**src/design/sfbi_pkg.sv**
```systemverilog
package sfbi_pkg;

    // store depths and derived widths
    localparam int MAX_WIDTH  = 1024;
    localparam int MAX_HEIGHT = 1024;
    localparam int COL_AW     = $clog2(MAX_WIDTH);
    localparam int ROW_AW     = $clog2(MAX_HEIGHT);

    // fixed field widths
    localparam int CMD_W    = 3;
    localparam int POS_W    = 10;
    localparam int SAMPLE_W = 8;
    localparam int SIZE_W   = 11;

    // interpolation datapath
    localparam int PROD_W   = SAMPLE_W + SIZE_W;
    localparam int QUOT_W   = SAMPLE_W;
    localparam int DCNT_W   = $clog2(QUOT_W);
    localparam logic [DCNT_W-1:0] DCNT_LAST = DCNT_W'(QUOT_W - 1);

    localparam logic [SIZE_W-1:0] MAX_W_SZ = SIZE_W'(MAX_WIDTH);
    localparam logic [SIZE_W-1:0] MAX_H_SZ = SIZE_W'(MAX_HEIGHT);
    localparam logic [SIZE_W-1:0] MIN_SZ   = SIZE_W'(1);

    typedef enum logic [CMD_W-1:0] {
        CMD_WR_LEFT   = 3'd0,
        CMD_WR_RIGHT  = 3'd1,
        CMD_WR_TOP    = 3'd2,
        CMD_WR_BOTTOM = 3'd3,
        CMD_COMPUTE   = 3'd4
    } cmd_t;

    typedef enum logic {
        REG_RECT_WIDTH  = 1'b0,
        REG_RECT_HEIGHT = 1'b1
    } reg_idx_t;

    typedef enum logic [1:0] {
        S_IDLE,
        S_READ,
        S_MUL,
        S_DIV
    } state_t;

    typedef struct packed {
        logic              done;
        logic [QUOT_W-1:0] quot;
    } div_res_t;

endpackage

```
**src/design/sfbi_div.sv**
```systemverilog
module sfbi_div
    import sfbi_pkg::*;
(
    input  logic              clk,
    input  logic              rst_n,
    input  logic              start,
    input  logic [PROD_W-1:0] dividend,
    input  logic [SIZE_W-1:0] divisor,
    output div_res_t          res
);

    // restoring division, one quotient bit per cycle, msb first
    // caller guarantees dividend < divisor * 2**QUOT_W

    logic [PROD_W-1:0] rem_reg;
    logic [PROD_W-1:0] rem_next;
    logic [PROD_W-1:0] dsh_reg;
    logic [QUOT_W-1:0] quot_reg;
    logic [DCNT_W-1:0] cnt_reg;
    logic              run_reg;
    logic              done_reg;
    logic              ge;

    assign ge       = (rem_reg >= dsh_reg);
    assign rem_next = ge ? (rem_reg - dsh_reg) : rem_reg;

    always_ff @(posedge clk or negedge rst_n)
    begin
        if (!rst_n)
        begin
            run_reg  <= 1'b0;
            done_reg <= 1'b0;
            cnt_reg  <= '0;
        end
        else
        begin
            done_reg <= 1'b0;
            if (start)
            begin
                run_reg <= 1'b1;
                cnt_reg <= '0;
            end
            else if (run_reg)
            begin
                cnt_reg <= cnt_reg + DCNT_W'(1);
                if (cnt_reg == DCNT_LAST)
                begin
                    run_reg  <= 1'b0;
                    done_reg <= 1'b1;
                end
            end
        end
    end

    always_ff @(posedge clk)
    begin
        if (start)
        begin
            rem_reg  <= dividend;
            dsh_reg  <= PROD_W'({divisor, {(QUOT_W-1){1'b0}}});
            quot_reg <= '0;
        end
        else if (run_reg)
        begin
            rem_reg  <= rem_next;
            dsh_reg  <= dsh_reg >> 1;
            quot_reg <= {quot_reg[QUOT_W-2:0], ge};
        end
    end

    assign res.done = done_reg;
    assign res.quot = quot_reg;

endmodule

```
**config.mk**
```make
export PLATFORM = sky130hd
export DESIGN_NAME = sfbi_div
export DESIGN_NICKNAME = d
export VERILOG_FILES = /design/src/design/sfbi_pkg.sv /design/src/design/sfbi_div.sv
export SDC_FILE = /design/constraint.sdc
export NUM_CORES = 1
export LEC_CHECK = 0
export BUFFER_PORTS_ARGS = -buffer_cell sky130_fd_sc_hd__buf_2
export CAP_MARGIN = 15
export CORE_UTILIZATION = 61
export DETAILED_ROUTE_END_ITERATION = 8
export PLACE_DENSITY = 0.84
export SLEW_MARGIN = 20
export SYNTH_ARGS = -nofsm -noshare
export SYNTH_HDL_FRONTEND = slang
export SYNTH_SLANG_ARGS = --single-unit
```
**constraint.sdc**
```tcl
create_clock -name clk -period 7.85 [get_ports clk]
set_input_delay 1.9625 -clock clk [delete_from_list [all_inputs] [get_ports clk]]
set_output_delay 1.9625 -clock clk [all_outputs]
set_load 0.02 [all_outputs]
```
==> impl_metrics.json, run 1 <==
{
  "status": "completed",
  "clockBufferDepth": 2,
  "post_cts_buffers": 0,
  "irDropWorstVdd_v": 0.000161,
  "cp_top_family": "compound AO/OA/AOI/OAI gates",
  "end_kind": "flop",
  "grt_pass1_vias": 2135,
  "clockRootBuffer": "clkbuf_8",
  "cts-htree-levels": 2,
  "grt_usage_pct": 23.2,
  "cts_resized": 0,
  "via_count": 2294,
  "p_per_area_mw_per_mm2": 338,
  "netlist_instances": 313,
  "layout-drive-gt1-share_pct": 16.3,
  "cp_cell_sequence": "buf_2 > buf_4 > a21o_1",
  "setup.worst_path.start": "start",
  "ios": 42,
  "portBuffers": 41,
  "diodes": 0,
  "die_h_um": 72.1,
  "finalNonFillerCells": 417,
  "skew_ps": 11.2,
  "endpoint": "rem_reg[11]",
  "worst_path_largest_cell_delay_ps": 690,
  "cap_violations": 0,
  "cp.required_ps": 7790,
  "synth.cell_area_mm2": 0.00300,
  "die_w_um": 72.1,
  "syn-num-nets": 367,
  "period_share_pct": 42.3,
  "final_cell_mix": "nand2_1 (42), buf_2 (41), edfxtp_1 (30), nor2_1 (28), inv_1 (23)",
  "rr_endpoint": "rem_reg[11]",
  "fin_nets": 403,
  "start_util_pct": 63.5,
  "yosysSeqAreaShare_pct": 44.2,
  "place.gp.congestion": 0.873,
  "grt_pass1_wl_um": 9260,
  "crit_buf_inv": 2,
  "cts_sinks": 50,
  "wire_per_inst_um": 13.4,
  "grt_start_max_net_pins": 76,
  "dp_cells": 409,
  "yosysUniqueCellTypes": 48,
  "ant_nets": 0,
  "worstSetupPathType": "in -> reg",
  "drc_errors": 0,
  "ys_warn_count": 0,
  "syn_area_per_cell_um2": 9.59,
  "area_growth_pct": 10.7,
  "finalMaxSlewViolations": 0,
  "grt_setup_unrepaired": "no",
  "largest_register_ffs": 19,
  "r2r_slack_ps": 4900,
  "routed_wl_um": 5590,
  "place_ws_ps": 4140,
  "core_area_mm2": 0.00472,
  "r2r.worst_path.cells": 8,
  "grt_overflow": 0,
  "drt-pass1-iter-count": 4,
  "power_leakage_nw": 1.57,
  "drt-initial-drc-count": 96,
  "cts_tree": "done",
  "finalPower_mw": 1.12,
  "final_hold_viol_count": 0,
  "finalSetupViolations": 0,
  "layout_commonest_cell": "nand2_1",
  "clk-insertion-delay-late_ps": 310,
  "fp.dieArea_mm2": 0.00520,
  "core.rowCount": 25,
  "postCtsHoldBufs": 0,
  "cpMaxStageDelayCell": "a21o_1",
  "via_per_inst": 5.50,
  "cp.depth": 3,
  "cts_buffers": 5,
  "setup_tns_ps": 0,
  "hpwl_um": 4110,
  "hp-class": "reg -> reg",
  "relSlewSlack_pct": 35.8,
  "cp.arrival_ps": 3260,
  "worst_pin_slew_ps": 963,
  "fin_crit_ps": 3320,
  "r2r_start": "dsh_reg[3]",
  "path_clk_slew_ps": 90,
  "cp-start-kind": "input pin",
  "fmax_mhz": 301,
  "antenna_found_initial": 0,
  "critPathMaxFanout": 75,
  "synth-seq-cells": 50,
  "layout_setup_ws_ps": 4530
}
how the worst min path moves through the flow:
stage / startpoint / end / slack (ps) / cells past startpoint
after floorplan: dsh_reg[0] / dsh_reg[0] / 460 / 2
after global placement: quot_reg[7] / quot_reg[7] / 480 / 2
after detailed placement: quot_reg[7] / quot_reg[7] / 480 / 2
after CTS: quot_reg[7] / quot_reg[7] / 500 / 2
after global routing: quot_reg[7] / quot_reg[7] / 540 / 2
final: quot_reg[7] / quot_reg[7] / 500 / 2
final cells by class:
class / count / area, µm²
Inverter: 24 / 90.1
Fill cell: 372 / 1400
Clock buffer: 6 / 72.6
Timing Repair Buffer: 42 / 213
Clock inverter: 2 / 12.5
Tap cell: 67 / 83.8
Multi-Input combinational cell: 226 / 1520
Sequential cell: 50 / 1330
worst register-to-register path, delay by kind of cell (launching register included):
kind                     cells  cell delay, ps
AO/OA/AOI/OAI                5            1590
adder cells (fa/ha/maj)      1             390
buffers and inverters        1              80
flip-flops                   1             380
AND/OR/NAND/NOR              1             120
cells in the mapped netlist, drive strengths merged:
library cell	instances	share of area, %
clkbuf	6	0.75
a221o	1	0.33
inv	23	2.9
a31oi	2	0.42
o21ba	1	0.33
a22o	4	1.2
buf	7	1.3
edfxtp	30	30
fa	1	0.67
dfxtp	15	10
a21oi	16	2.7
mux2	1	0.38
and3	3	0.63
or4b	1	0.33
a32oi	2	0.58
nand2	42	5.3
o21bai	3	0.75
a211oi	1	0.25
nor2	28	3.5
mux2i	18	6.0
a211o	2	0.58
xor2	8	2.3
o221ai	1	0.29
ha	20	8.3
clkinv	1	0.12
xnor2	9	2.6
or2	2	0.50
nor3	5	0.83
a21o	4	1.0
and2	1	0.21
o211ai	2	0.67
o31ai	6	1.5
o21ai	24	4.1
nor2b	3	0.88
dfrtp	5	4.2
nand3	7	1.2
a41oi	1	0.92
nand2b	3	0.63
nand4	2	0.42
o21a	2	0.50
power breakdown:
group	leakage, nW	switching [mW]	internal (mW)	total, mW
clock	0.0461	0.0860	0.0634	0.149
combinational	1.02	0.331	0.248	0.579
sequential	0.508	0.0280	0.365	0.393
cells by family (layout without fill, tap and decap cells):
family          after synthesis  after routing  share of synthesized area, %
flops                        50             50                          44.2
fa+ha+maj                    21             21                          9.00
xor+xnor                     17             17                          4.96
compound gates               72             72                          16.1
buf+inv                      37             74                          5.04
mux                          19             19                          6.38
simple gates                 97             97                          14.3
per-stage QoR:
step                      hold WS, ps  area, µm²  utilization, %
final                             498       3320            70.3
after global routing              544       3320            70.3
after CTS                         504       3320            70.3
after detailed placement          483       3240            68.5
after global placement            475       3240            68.5
after floorplan                   465       3000               -
per-layer routing:
| layer | GRT usage, % | routed length [µm] | vias up |
|---|---|---|---|
| li1 | - | - | 1171 |
| met1 | 29.7 | 2550 | 1058 |
| met2 | 38.8 | 2700 | 58 |
| met3 | 4.72 | 239 | 7 |
| met4 | 9.15 | 103 | 0 |
| met5 | 0 | 0 | - |
Power figures use the tool's default switching activity.
==> run 2, diff against run 1 <==
- CORE_UTILIZATION: 61 -> 57
- PLACE_DENSITY: 0.84 -> 0.79
- clock period: 7.85 -> 3.3 ns (I/O delays scaled with it)
==> run 2 against run 1 <==
Net effect: first-iteration DRC count increased by 40%; combinational power rose by 140%; final area rose by 1.8%; worst hold slack worse by 180 ps; clock-buffer cell count is the same; core utilization decreased by 3.7 points; routed wire length rose by 4.5%; sequential power up 140%; flip-flop and latch count unchanged; global-route usage down 1.1 points; register-to-register slack worse by 4300 ps; critical path type is now reg -> reg; highest routed layer unchanged.
==> impl_metrics.json, run 2 (synthesis results as in run 1) <==
{
  "finalMaxSlewViolations": 0,
  "die_h_um": 74.6,
  "layout-drive-gt1-share_pct": 17.3,
  "cts_tree": "done",
  "cp.required_ps": 3320,
  "setup_tns_ps": 0,
  "via_per_inst": 5.51,
  "drt-pass1-iter-count": 4,
  "grt_pass1_wl_um": 9250,
  "start_util_pct": 59.1,
  "fp.dieArea_mm2": 0.00556,
  "place.gp.congestion": 0.891,
  "grt_pass1_vias": 2105,
  "worst_path_largest_cell_delay_ps": 420,
  "cp_top_family": "compound AO/OA/AOI/OAI gates",
  "final_hold_viol_count": 0,
  "core_area_mm2": 0.00507,
  "place_area_mm2": 0.00328,
  "grt_setup_unrepaired": "no",
  "cpMaxStageDelayCell": "a21o_1",
  "finalSetupViolations": 0,
  "largest_register_ffs": 19,
  "power_leakage_nw": 1.60,
  "final_cell_mix": "nand2_1 (42), buf_2 (41), edfxtp_1 (30), nor2_1 (28), inv_1 (23)",
  "cp.arrival_ps": 2690,
  "worstSetupPathType": "reg -> reg",
  "fin_area_mm2": 0.00338,
  "wire_per_inst_um": 13.8,
  "whs_ps": 318,
  "layout_commonest_cell": "nand2_1",
  "place_ws_ps": 635,
  "path_clk_slew_ps": 90,
  "p_per_area_mw_per_mm2": 812,
  "hpwl_um": 4480,
  "die_w_um": 74.6,
  "crit_buf_inv": 2,
  "cts_buffers": 5,
  "period_share_pct": 81.0,
  "portBuffers": 41,
  "cts-htree-levels": 2,
  "post_cts_buffers": 0,
  "cts_resized": 0,
  "cap_violations": 0,
  "clk-insertion-delay-late_ps": 300,
  "fin_crit_ps": 2670,
  "irDropWorstVdd_v": 0.000476,
  "grt_overflow": 0,
  "clockRootBuffer": "clkbuf_8",
  "end_kind": "flop",
  "routed_wl_um": 5840,
  "n_fill_cell": 445,
  "worst_pin_slew_ps": 496,
  "hp-class": "in -> async",
  "clockBufferDepth": 2,
  "skew_ps": 10.4,
  "drt-initial-drc-count": 134,
  "ios": 42,
  "cts_sinks": 50,
  "status": "completed",
  "area_growth_pct": 12.7,
  "core.rowCount": 26,
  "drc_errors": 0,
  "fmax_mhz": 374,
  "diodes": 0,
  "layout_setup_ws_ps": 626,
  "critPathMaxFanout": 12,
  "fin_nets": 406,
  "cp-start-kind": "flop",
  "relSlewSlack_pct": 67.0,
  "cp_cell_sequence": "inv_1 > ha_1 > nand2_1 > a211oi_1 > o21ba_2 > o21ai_2 > o21ai_0 > a21o_1 > buf_12",
  "via_count": 2330,
  "postCtsHoldBufs": 0,
  "grt_start_max_net_pins": 31,
  "ant_nets": 0,
  "antenna_found_initial": 0,
  "grt_usage_pct": 22.1
}
## run 2: cell count changes in the layout (fill, tap and decap cells not counted), sizes merged
cell	delta
buf	+3
## run 2: final cells by class
class | instances | area (µm²) | area share, %
flip-flops and latches | 50 | 1330 | 39.2
multi-input cells | 226 | 1520 | 45.1
clock buffers | 6 | 93.8 | 2.77
well taps | 70 | 87.6 | 2.59
inverters | 24 | 90.1 | 2.66
clock inverters | 2 | 12.5 | 0.370
repair buffers | 45 | 248 | 7.33
## run 2: per-stage QoR
| stage | cells | power (mW) | utilization, % |
|---|---|---|---|
| 2_1_floorplan | 313 | 2.04 | - |
| 3_3_place_gp | 415 | 2.30 | 64.5 |
| 4_1_cts | 423 | 2.76 | 66.6 |
| 3_5_place_dp | 415 | 2.35 | 64.5 |
| 5_1_grt | 423 | 2.96 | 66.6 |
| 6_report | 423 | 2.74 | 66.6 |
## run 2: where the power goes
| group | switching [mW] | leakage, nW | total [mW] | internal [mW] |
|---|---|---|---|---|
| sequential | 0.0628 | 0.508 | 0.930 | 0.867 |
| clock | 0.206 | 0.0572 | 0.403 | 0.196 |
| combinational | 0.806 | 1.04 | 1.41 | 0.606 |
## run 2: final timing paths
path	endpoint	slack (ps)	from	cells past startpoint
worst max-delay path	rem_reg[10]	630	dsh_reg[4]	9
worst min-delay path	run_reg	320	rst_n	1
worst max register to register	rem_reg[10]	630	dsh_reg[4]	9
worst min register to register	quot_reg[7]	500	quot_reg[7]	2
max in group asynchronous	cnt_reg[0]	2850	rst_n	1
min in group clk	quot_reg[7]	500	quot_reg[7]	2
## run 2: routing by layer
layer,global-route usage [%],part of all wire [%],vias up
met5,0,0,-
met4,8.18,1.7,0
met3,4.07,3.4,10
met2,36.1,49,49
met1,29.4,46,1089
li1,-,-,1182
